<file path="src/design/imuafp_pkg.sv">
`timescale 1ns / 1ps
`default_nettype none
package imuafp_pkg;

    localparam int unsigned FRAME_LEN  = 12;
    localparam int unsigned POS_W      = 4;
    localparam int unsigned WORD_FIRST = 5;
    localparam int unsigned WORD_BYTES = 6;
    localparam int unsigned WIDX_W     = 3;

    localparam logic [7:0] SYNC_FIRST   = 8'hAA;
    localparam logic [7:0] SYNC_SECOND  = 8'h55;
    localparam logic [7:0] LEN_ATTITUDE = 8'h06;

    localparam logic [POS_W-1:0] POS_START  = 4'd0;
    localparam logic [POS_W-1:0] POS_RESYNC = 4'd2;
    localparam logic [POS_W-1:0] POS_LEN    = 4'd4;
    localparam logic [POS_W-1:0] POS_WFIRST = 4'd5;
    localparam logic [POS_W-1:0] POS_WLAST  = 4'd10;
    localparam logic [POS_W-1:0] POS_CSUM   = 4'd11;
    localparam logic [POS_W-1:0] POS_LIMIT  = 4'd12;

    typedef struct packed {
        logic [15:0] yaw;
        logic [15:0] pitch;
        logic [15:0] roll;
        logic [31:0] good_frames;
    } result_t;

    typedef struct packed {
        logic             hit;
        logic [POS_W-1:0] pos;
    } status_t;

endpackage
`default_nettype wire

</file>
<file path="src/design/imuafp_core.sv">
`timescale 1ns / 1ps
`default_nettype none
module imuafp_core
(
    input  wire logic                 clk,
    input  wire logic                 rst_n,
    input  wire logic                 en,
    input  wire logic [7:0]           data,
    output imuafp_pkg::result_t       res,
    output imuafp_pkg::status_t       stat
);

    logic [imuafp_pkg::POS_W-1:0] pos_reg, pos_next, pos_eff;
    logic [7:0]                   prev_reg, prev_next;
    logic [7:0]                   sum_reg, sum_next;
    logic                         len_ok_reg, len_ok_next;
    logic [31:0]                  count_reg, count_next;
    logic [7:0]                   word_reg [imuafp_pkg::WORD_BYTES];
    logic [imuafp_pkg::WIDX_W-1:0] widx;
    logic                         resync, wrap, good, in_words;

    always_comb
    begin
        pos_eff  = (pos_reg >= imuafp_pkg::POS_LIMIT) ? imuafp_pkg::POS_START : pos_reg;
        resync   = (data == imuafp_pkg::SYNC_SECOND) && (prev_reg == imuafp_pkg::SYNC_FIRST);
        wrap     = !resync && (pos_eff == imuafp_pkg::POS_CSUM);
        good     = wrap && len_ok_reg && (sum_reg == data);
        in_words = (pos_eff >= imuafp_pkg::POS_WFIRST) && (pos_eff <= imuafp_pkg::POS_WLAST);
        widx     = imuafp_pkg::WIDX_W'(pos_eff - imuafp_pkg::POS_WFIRST);

        prev_next = data;
        if (resync)
            pos_next = imuafp_pkg::POS_RESYNC;
        else if (wrap)
            pos_next = imuafp_pkg::POS_START;
        else
            pos_next = pos_eff + 4'd1;

        if (resync || wrap)
            sum_next = 8'd0;
        else if (pos_eff >= imuafp_pkg::POS_RESYNC && pos_eff <= imuafp_pkg::POS_WLAST)
            sum_next = sum_reg + data;
        else
            sum_next = sum_reg;

        len_ok_next = (pos_eff == imuafp_pkg::POS_LEN) ? (data == imuafp_pkg::LEN_ATTITUDE)
                                                       : len_ok_reg;
        count_next  = good ? count_reg + 32'd1 : count_reg;
    end

    always_ff @(posedge clk or negedge rst_n)
    begin
        if (!rst_n)
        begin
            pos_reg    <= imuafp_pkg::POS_START;
            prev_reg   <= 8'd0;
            sum_reg    <= 8'd0;
            len_ok_reg <= 1'b0;
            count_reg  <= 32'd0;
        end
        else if (en)
        begin
            pos_reg    <= pos_next;
            prev_reg   <= prev_next;
            sum_reg    <= sum_next;
            len_ok_reg <= len_ok_next;
            count_reg  <= count_next;
        end
    end

    always_ff @(posedge clk)
    begin
        if (en && in_words)
            word_reg[widx] <= data;
    end

    always_comb
    begin
        res.yaw         = {word_reg[1], word_reg[0]};
        res.pitch       = {word_reg[3], word_reg[2]};
        res.roll        = {word_reg[5], word_reg[4]};
        res.good_frames = count_next;
        stat.hit        = good;
        stat.pos        = pos_reg;
    end

endmodule
`default_nettype wire

</file>
<file path="src/design/imu_attitude_frame_parser_top.sv">
`timescale 1ns / 1ps
`default_nettype none
// Attitude frame parser: one received byte per transfer, 12-byte frames resynchronised by
// 0xAA 0x55 at any point. A frame with length byte 6 and a matching 8-bit additive checksum
// gives one result (yaw, pitch, roll in centidegrees and a wrapping good-frame count); any
// other byte gives none. Each byte lands in an input register, is folded
// into the running checksum and frame state, and a result goes to an output register.
// Between byte transfer and result valid lie the input and output registers; one byte per cycle is sustained
// while the result side is not stalled.
module imu_attitude_frame_parser_top
(
    input  wire logic               clk,
    input  wire logic               rst_n,
    input  wire logic               rx_valid,
    output logic                    rx_stall,
    input  wire logic [7:0]         rx_byte,
    output logic                    res_valid,
    input  wire logic               res_stall,
    output logic        [15:0]      yaw_centideg,
    output logic signed [15:0]      pitch_centideg,
    output logic signed [15:0]      roll_centideg,
    output logic        [31:0]      good_frames
);

    logic                  in_valid_reg;
    logic [7:0]            in_byte_reg;
    logic                  res_valid_reg;
    imuafp_pkg::result_t   res_reg;
    imuafp_pkg::result_t   core_res;
    imuafp_pkg::status_t   core_stat;
    logic                  advance, core_en;

    assign advance  = !res_valid_reg || !res_stall;
    assign core_en  = in_valid_reg && advance;
    assign rx_stall = in_valid_reg && !advance;

    always_ff @(posedge clk or negedge rst_n)
    begin
        if (!rst_n)
            in_valid_reg <= 1'b0;
        else if (!rx_stall)
            in_valid_reg <= rx_valid;
    end

    always_ff @(posedge clk)
    begin
        if (rx_valid && !rx_stall)
            in_byte_reg <= rx_byte;
    end

    imuafp_core u_core
    (
        .clk   (clk),
        .rst_n (rst_n),
        .en    (core_en),
        .data  (in_byte_reg),
        .res   (core_res),
        .stat  (core_stat)
    );

    always_ff @(posedge clk or negedge rst_n)
    begin
        if (!rst_n)
            res_valid_reg <= 1'b0;
        else if (advance)
            res_valid_reg <= core_en && core_stat.hit;
    end

    always_ff @(posedge clk)
    begin
        if (core_en && core_stat.hit)
            res_reg <= core_res;
    end

    assign res_valid      = res_valid_reg;
    assign yaw_centideg   = res_reg.yaw;
    assign pitch_centideg = $signed(res_reg.pitch);
    assign roll_centideg  = $signed(res_reg.roll);
    assign good_frames    = res_reg.good_frames;

    // frame position never leaves the frame
    assert property (@(posedge clk) disable iff (!rst_n)
        core_stat.pos < imuafp_pkg::POS_LIMIT)
        else $error("frame position out of range");

    // a good frame always closes the frame
    assert property (@(posedge clk) disable iff (!rst_n)
        core_en && core_stat.hit |=> core_stat.pos == imuafp_pkg::POS_START && res_valid)
        else $error("good frame did not wrap or produce a result");

    // input side only holds off when a held result blocks it
    assert property (@(posedge clk) disable iff (!rst_n)
        rx_stall |-> in_valid_reg && res_valid_reg && res_stall)
        else $error("spurious input stall");

endmodule
`default_nettype wire

</file>
<file path="config.mk">
export PLATFORM = sky130hd
export DESIGN_NAME = imu_attitude_frame_parser_top
export DESIGN_NICKNAME = d
export VERILOG_FILES = /design/src/design/imuafp_pkg.sv /design/src/design/imuafp_core.sv /design/src/design/imu_attitude_frame_parser_top.sv
export SDC_FILE = /design/constraint.sdc
export NUM_CORES = 1
export LEC_CHECK = 0
export BUFFER_PORTS_ARGS = -buffer_cell sky130_fd_sc_hd__buf_4
export CAP_MARGIN = 30
export CORE_UTILIZATION = 54
export CTS_BUF_LIST = sky130_fd_sc_hd__clkbuf_8
export DETAILED_ROUTE_END_ITERATION = 8
export PLACE_DENSITY = 0.78
export SETUP_SLACK_MARGIN = 0.1
export SYNTH_ARGS = -nofsm -noshare
export SYNTH_HDL_FRONTEND = slang
export SYNTH_SLANG_ARGS = --single-unit
export TNS_END_PERCENT = 10
</file>
<file path="constraint.sdc">
create_clock -name clk -period 3.4 [get_ports clk]
set_clock_uncertainty 0.05 [all_clocks]
set_input_delay 0.34 -clock clk [delete_from_list [all_inputs] [get_ports clk]]
set_output_delay 0.34 -clock clk [all_outputs]
set_load 0.1 [all_outputs]
</file>
==> run summary, run 1 <==
The total core area came out at 13500 um2. The total of flip-flops plus latches after synthesis came out at 191. At the worst endpoint, the required time is 3.49 ns.

The static power due to leakage came out at 3.86 nW. In this run the most critical hold path is launched from rx_valid. TritonCTS created 17 clock buffers.

The number of antenna violations at the first check in global routing is 0. The number of flops mapped to enable cells by yosys came out at 136. The number of max-capacitance violations reported is 0. The total congestion overflow came out at 0. The post-route DRC violation count came out at 0. In this run the tightest slew margin relative to its limit is 49.0%.

Counting instances, the worst hold path has a depth of 2. The maximum resistive drop on vdd came out at 266 uV. The number of antenna repair diodes is 0.

The detailed-placement wirelength estimate is 9.27 mm. The number of levels in the clock H-tree is 4. The power spent charging and discharging nets came out at 1.43 mW. Net switching is 27.9% of the power. Tracing the worst setup path back leads to its startpoint at in_byte_reg[2]. The weighted congestion at the end of routability-driven global placement is 0.815. Once the floorplan was initialized, standard cells occupied 56.1% of the core. The detailed router placed 4429 vias in this run. The latest clock arrival within the worst-skew pair is 0.46 ns.

After synthesis, the mean cell area works out to 14.6 um2. The mean number of vias per cell came out at 5.29. The longest clock path from root to sink contains 2 buffers. edfxtp_1 is the most common cell in the netlist. By area the synthesized netlist is led by edfxtp_1 54%, dfrtp_1 18%, xor2_1 4.6%. The final count of pins violating max slew is 0. The part of the total power dissipated in the clock network came out at 31.7%.

The global-route wire length before repair is 21.9 mm. The height of the chip is 120 um. The number of flip-flops under the largest register name is 48. In the final timing run, aggregate negative setup slack is 0 ns. The number of nets at the end of the flow came out at 679. The final critical-path required period came out at 3.10 ns. The run finished with clean final reports. For this design the ratio of total power to cell area is 560 nW/um2. The number of cells on the worst reg-to-reg path is 7. The per-cell routed wire length came out at 16.5 um. The number of nets produced by synthesis came out at 548.

The startpoint identified for the worst register-to-register timing path is in_byte_reg[2]. The floorplan has 42 rows. The fraction of registers with async set or reset after synthesis came out at 28.8%.

The number of global-route vias before repair was 4385. The gate count after technology mapping came out at 518. The die is 120 um wide. STA puts the critical path data arrival time at 3.19 ns. The commonest cells after synthesis are 136 x edfxtp_1, 75 x nand2_1, 55 x dfrtp_1.

The total of endpoints with negative setup slack in the final report came out at 0. The class of the most critical hold timing path is in2reg. The boundary pin count is 94. The worst hold slack across all endpoints is 0.0348 ns. The number of nets with antenna violations after routing is 0. In the finished design, the share of the clock period the worst path needs comes to 91.2%. The area enclosed by the die boundary is 14500 um2. The layout overhead on the synthesized area is 21.1%.

Once the clock tree was built, the setup fixing pass inserted 0 buffers. In this run the worst setup path terminates at yaw_centideg[9]. Setup repair after global routing left no endpoint under its margin. Prior to clock tree synthesis, the placed netlist has a worst setup slack of 0.292 ns. By startpoint and endpoint, the worst setup path is classified as reg2reg.

The largest net degree at the start of global routing came out at 56. The library cell with the largest summed area after synthesis is edfxtp_1. The cell area that synthesis handed to floorplanning was 7550 um2. The highest attainable clock frequency came out at 323 MHz.

The proportion of netlist area held by the largest area contributor came out at 54.1%. The reg2reg setup slack is 0.30 ns. TritonCTS built the clock tree.

The slew of the pin with the lowest slew margin came out at 0.762 ns. The Yosys step of the flow raised 0 warnings. The wire length after detailed routing came out at 13.8 mm. Across every metal layer, demand over resource in global routing totals 20.1%. The sequential share of power came out at 53.0%. The highest net fanout along the worst path came out at 47. The combinational share of power came out at 15.3%. Among all flip-flop cells after synthesis, the most frequent one is edfxtp_1. The detailed router finished its first iteration with 366 violations. The number of clock sinks seen by CTS is 191. The slack of the critical path is 0.300 ns. Before antenna repair, the detailed router went through 5 iterations. Of the synthesized area, sequential elements account for 72.4%. The cell at the root of the clock tree is clkbuf_8.

The endpoint of the worst register-to-register path is yaw_centideg[9]. The number of hold-slack violations in the final timing report came out at 0. The count of buffers inserted at the top-level ports came out at 93.

The netlist uses 49 different library cells. The nature of the critical path endpoint is a register. The final core area utilization came out at 67.9%. The internal power came out at 3.69 mW. STA classifies the critical path startpoint as a register. The register clock-pin slew on the reported worst setup and hold paths is 0.11 ns. Of the cells placed in the final design, the portion with a size suffix greater than 1 is 23.0%.
[logic make-up (layout without fill, tap and decap cells)]
kind of cell / count (synthesis) / in the layout / share of synthesized area (%)
compound gates: 29 / 29 / 2.64
xor+xnor: 71 / 71 / 8.24
fa+ha+maj: 18 / 18 / 3.08
buf+inv: 17 / 161 / 1.01
flops: 191 / 191 / 72.4
mux: 1 / 1 / 0.133
simple gates: 191 / 191 / 12.5
[power by group through the flow]
stage	Sequential (mW)	Clock, mW	Combinational, mW
after global placement	2.75	0	0.720
after floorplan	2.75	0	0.547
after global routing	2.73	1.72	0.867
final	2.71	1.62	0.783
after CTS	2.71	1.65	0.782
after detailed placement	2.76	0	0.761
[routing by layer]
| metal | routed length [um] | global-route usage, % | up-vias | share of wire, % |
|---|---|---|---|---|
| li1 | - | - | 2122 | - |
| met4 | 164 | 6.56 | 0 | 1.2 |
| met3 | 725 | 4.20 | 18 | 5.3 |
| met2 | 7200 | 34.7 | 153 | 52 |
| met1 | 5700 | 25.4 | 2136 | 41 |
| met5 | 0 | 0 | - | 0 |
[metrics by stage]
| step | instances | instance area [um2] | power [mW] |
|---|---|---|---|
| global route | 838 | 9140 | 5.31 |
| detailed placement | 797 | 8590 | 3.52 |
| global placement | 797 | 8590 | 3.47 |
| CTS | 838 | 9140 | 5.14 |
| floorplan | 518 | 7550 | 3.30 |
| finish | 838 | 9140 | 5.12 |
[final cells by class]
class	count	area (um2)
Clock buffer	17	234
Sequential cell	191	5460
Clock inverter	15	226
Fill cell	957	4310
Inverter	8	32.5
Multi-Input combinational cell	310	2010
Tap cell	176	220
Timing Repair Buffer	121	956
[worst min path at each step]
stage | to
global route | in_valid_reg
floorplan | in_valid_reg
finish | in_valid_reg
global placement | pitch_centideg[3]
CTS | in_valid_reg
detailed placement | pitch_centideg[1]
[cell usage in the layout, fill, tap and decap left out, types with 2 or more instances in the layout]
master | netlist | routed
edfxtp_1 | 136 | 136
buf_4 | 1 | 110
nand2_1 | 75 | 75
dfrtp_1 | 55 | 55
xor2_1 | 40 | 40
nor2_1 | 35 | 35
xnor2_1 | 31 | 31
ha_1 | 17 | 17
clkbuf_8 | 0 | 17
nor3_1 | 16 | 16
nand3_1 | 15 | 15
nand4_1 | 10 | 10
dlygate4sd3_1 | 0 | 9
inv_1 | 7 | 7
a21oi_1 | 7 | 7
nand2b_1 | 6 | 6
and3_1 | 6 | 6
a22o_1 | 6 | 6
inv_8 | 0 | 6
and2_1 | 5 | 5
a21o_1 | 4 | 4
o21ai_0 | 4 | 4
clkinv_8 | 0 | 4
nor4bb_1 | 3 | 3
and4_1 | 3 | 3
nor4b_1 | 2 | 2
nor4_1 | 2 | 2
o31ai_1 | 2 | 2
o22ai_1 | 2 | 2
bufinv_16 | 0 | 2
buf_12 | 0 | 2
[what timing repair did]
action / in CTS / in global routing
gates resized for setup: 0 / 1
endpoints found under the setup margin: 0 / 1
hold endpoints to repair: 63 / 0
hold buffers: 9 / 0
[worst max-delay path, stage by stage, from the launching register on]
cell and delay (ns):
edfxtp_1 0.44, ha_1 0.38, or4_1 0.53, or4_4 0.58, nor2_4 0.15, nand2_4 0.11, inv_4 0.23, buf_12 0.27
No activity file was read; power rests on OpenSTA's default activity.
==> inputs of run 2 (changes only) <==
--- a/config.mk
+++ b/config.mk
@@ -14,5 +14,6 @@
 export SETUP_SLACK_MARGIN = 0.1
 export SYNTH_ARGS = -nofsm -noshare
 export SYNTH_HDL_FRONTEND = slang
+export SYNTH_HIERARCHICAL = 1
 export SYNTH_SLANG_ARGS = --single-unit
 export TNS_END_PERCENT = 10
==> run summary, run 2 <==
The signal on the critical path passes through ha_4 -> or4b_4 -> nor4_4 -> and2_4 -> nand2_4 -> a21oi_4 -> buf_4. The combined area of all synthesized cells is 7740 um2 (+2.6%). The setup fix buffers added after clock tree synthesis came out at 0 (unchanged).

The total routing resource utilization after global routing came to 20.9% (+0.80 points). The sequential share of the synthesized area is 70.5% (-1.8 points). The largest stage delay on the critical path is 0.57 ns (about the same). The cell at the root of the clock tree is clkbuf_8. The placed standard-cell area is 8780 um2 (+2.3%). The cell area power density is 541 nW/um2 (-3.3%). The final period utilization was 92.4% (+1.2 points).

The reg2reg setup slack is 0.26 ns (-0.04 ns). The final critical-path required period is 3.14 ns (+0.0409 ns). The proportion of netlist area held by the largest area contributor came to 52.7% (-1.4 points). The highest net fanout along the worst path came out at 32 (-32%).

Ranked by total cell area, the synthesized netlist is headed by edfxtp_1 53%, dfrtp_1 18%, xor2_1 4.2%. The flow ran to the end, and the final reports show no timing, DRC or antenna violations. The placed cell count was 795 (-0.25%).

The detailed-placement wirelength estimate is 9.65 mm (+4.0%). The switching share of total power came to 27.8% (-0.11 points). The final count of pins violating max slew came out at 0 (unchanged). The per-cell routed wire length came to 17.2 um (+4.5%). The post-route non-filler standard cell count was 837 (-0.12%). The slew of the pin with the lowest slew margin came out at 0.778 ns (+0.0159 ns).

Setup repair after global routing left no endpoint under its margin. The number of flops mapped to enable cells by yosys is 136 (unchanged). The sequential share of power is 54.1% (+1.1 points). The wire length after detailed routing is 14.4 mm (+4.3%). The library cell with the highest instance count after synthesis is edfxtp_1.

The weighted congestion at the end of routability-driven global placement was 0.879 (+7.9%). The number of global-route vias before repair is 4560 (+4.0%). The startpoint identified for the worst register-to-register timing path is in_byte_reg[3]. The total congestion overflow came to 0 (unchanged). The number of levels in the clock H-tree is 4 (unchanged).

The count of buffers inserted at the top-level ports was 93 (unchanged). In this design, the largest share of critical-path delay is due to simple AND/OR/NAND/NOR gates. The largest individual stage delay along the critical path comes from the cell edfxtp_1. The number of buffers on the longest clock path is 2 (unchanged). The number of cell rows came out at 43 (+2.4%).

The total of flip-flops plus latches after synthesis is 191 (unchanged). The initial core utilization is 55.6% (-0.53 points). The nature of the critical path endpoint is a register. The library cell with the largest summed area after synthesis is edfxtp_1. The post-synthesis area per instance came out at 14.9 um2 (+2.4%).

The highest attainable clock frequency is 318 MHz (-1.3%). The TritonCTS clock tree is yes. The number of max-capacitance violations reported is 0 (unchanged). The static power due to leakage came out at 3.81 nW (-1.3%). The commonest cells after synthesis are 136 x edfxtp_1, 55 x dfrtp_1, 37 x xor2_1. The power spent charging and discharging nets is 1.40 mW (-2.0%). The number of antenna repair diodes came out at 0 (unchanged). The area enclosed by the die boundary is 14800 um2 (+2.6%). The register clock-pin slew on the reported worst setup and hold paths came to 0.11 ns (about the same). The fraction of registers with async set or reset after synthesis is 28.8% (unchanged). The headroom to the max-slew limit came to 47.7% (-1.4 points).

The final cell area excluding filler cells is 9290 um2 (+1.7%). The number of nets produced by synthesis came out at 549 (+0.18%). The library cell used most frequently in the layout, excluding fill and tap cells, is edfxtp_1. The total core area came out at 13900 um2 (+3.6%).

The fraction of layout cells with a size suffix above 1 is 26.9% (+4.0 points). The number of clock sinks seen by CTS is 191 (unchanged). The largest net degree at the start of global routing is 56 (unchanged).

The type of the setup path with the least slack is reg2reg. The post-synthesis cell type count is 49 (unchanged). The number of buffers and inverters on the critical path is 1 (-1).

The number of hold-slack violations in the final timing report came out at 0 (unchanged). The worst path arrival time came out at 3.20 ns (about the same). The global-route wire length before repair came out at 23.1 mm (+5.4%).

The internal power is 3.63 mW (-1.5%). The latest clock arrival within the worst-skew pair was 0.47 ns (about the same). The overall die width came out at 122 um (+1.3%).

The height of the chip is 122 um (+1.3%). The total of endpoints with negative setup slack in the final report came out at 0 (unchanged). The critical path launch point type is a register. The number of iterations in the first detailed-routing pass is 4 (-1). The post-route DRC violation count is 0 (unchanged). The number of DRC markers after the initial detailed-route iteration is 361 (-1.4%).

The mean number of vias per cell is 5.46 (+3.4%). The number of CTS-inserted buffers is 17 (unchanged). Leaving out fill and tap cells, the most frequent cells in the layout are 136 x edfxtp_1, 111 x buf_4, 55 x dfrtp_1, 37 x xor2_1. The number of nets with antenna violations after routing is 0 (unchanged).

The number of nets at the end of the flow came out at 674 (-0.74%). The number of warnings issued by yosys is 6 (+6). The number of antenna violations at the first check in global routing is 0 (unchanged). The maximum resistive drop on vdd is 320 uV (+20%). The worst hold slack across all endpoints came out at 0.0981 ns (+0.0633 ns). The gate count after technology mapping is 519 (+0.19%).

The combinational share of power came out at 16.7% (+1.4 points). The part of the total power dissipated in the clock network came to 29.2% (-2.5 points). The min-delay analysis places its worst path in the category in2reg. The boundary pin count came out at 94 (unchanged). The layout overhead on the synthesized area came out at 20.0%. In the synthesized netlist the dominant register cell turns out to be edfxtp_1.

The start point of the worst hold path is res_stall. The total vias in the final route came out at 4572 (+3.2%). The launch point of the critical path is in_byte_reg[3]. The number of flip-flops under the largest register name was 48 (unchanged). The critical path data required time came to 3.46 ns (-0.03 ns).
run 2: cell count changes after synthesis, moves of 4 or more:
cell,before,now
nor2_1,35,19
nor3_1,16,32
buf_2,1,5
nand3_2,0,4
mux2_2,0,10
nand2_1,75,28
a21oi_1,7,11
nand3_1,15,23
nand2_2,0,5
or3_1,0,4
inv_1,7,14
run 2: repair_timing:
| item | 4_1_cts | 5_1_grt |
|---|---|---|
| hold buffers | 10 | 0 |
| endpoints found under the hold margin | 64 | 0 |
| resized for setup | 0 | 0 |
run 2: worst reg2reg max path, delay by kind of cell (launching register included):
kind                       cells  cell delay (ns)
buffers and inverters          1             0.41
AOI/OAI and AO/OA              1             0.15
and+or+nand+nor                4             1.28
adders and majority gates      1             0.31
DFF                            1             0.57
run 2: power groups by stage:
| stage | registers, mW | clock network [mW] | logic (mW) |
|---|---|---|---|
| floorplan | 2.75 | 0 | 0.622 |
| global placement | 2.76 | 0 | 0.803 |
| detailed placement | 2.77 | 0 | 0.822 |
| CTS | 2.72 | 1.51 | 0.836 |
| global route | 2.74 | 1.59 | 0.945 |
| finish | 2.72 | 1.47 | 0.840 |
run 2: kinds of logic (layout without fill, tap and decap cells):
| group | Yosys count | count (layout) | synth area share [%] |
|---|---|---|---|
| mux | 10 | 10 | 1.45 |
| flops | 191 | 191 | 70.5 |
| simple gates | 165 | 165 | 12.2 |
| buf+inv | 30 | 168 | 1.78 |
| compound gates | 36 | 36 | 3.18 |
| fa+ha+maj | 18 | 18 | 3.01 |
| xor+xnor | 69 | 69 | 7.81 |
run 2: final timing paths:
check / end / cells after the start
setup / recovery: good_frames[14] / 7
hold / removal: res_valid / 3
setup reg to reg: good_frames[14] / 7
hold reg to reg: roll_centideg[2] / 0
max in group asynchronous: u_core/count_reg[4] / 2
min in group asynchronous: u_core/count_reg[31] / 2
run 2: layout make-up:
class	count	area [um2]
repair buffers	122	953
multi-input cells	298	2190
inverters	14	52.6
well taps	180	225
clock buffers	17	234
fillers	995	4640
flip-flops and latches	191	5460
clock inverters	15	176
run 2: layer usage:
layer  share of wire (%)  up-vias  routed length, um  global-route usage (%)
met5                   0        -                  0                       0
met4                 1.5        0                221                    7.56
met3                 5.4       22                783                    5.10
met2                  51      137               7360                    33.9
met1                  42     2256               6020                    27.4
li1                    -     2157                  -                       -
run 2: through the flow:
step / setup TNS [ns] / util, % / worst slack [ns] / total power, mW
after floorplan: -52.14 / - / -0.652 / 3.38
after global placement: 0 / 63.0 / 0.380 / 3.57
after detailed placement: 0 / 63.0 / 0.306 / 3.60
after CTS: 0 / 66.7 / 0.263 / 5.06
after global routing: 0 / 66.7 / 0.111 / 5.27
final: 0 / 66.7 / 0.259 / 5.03
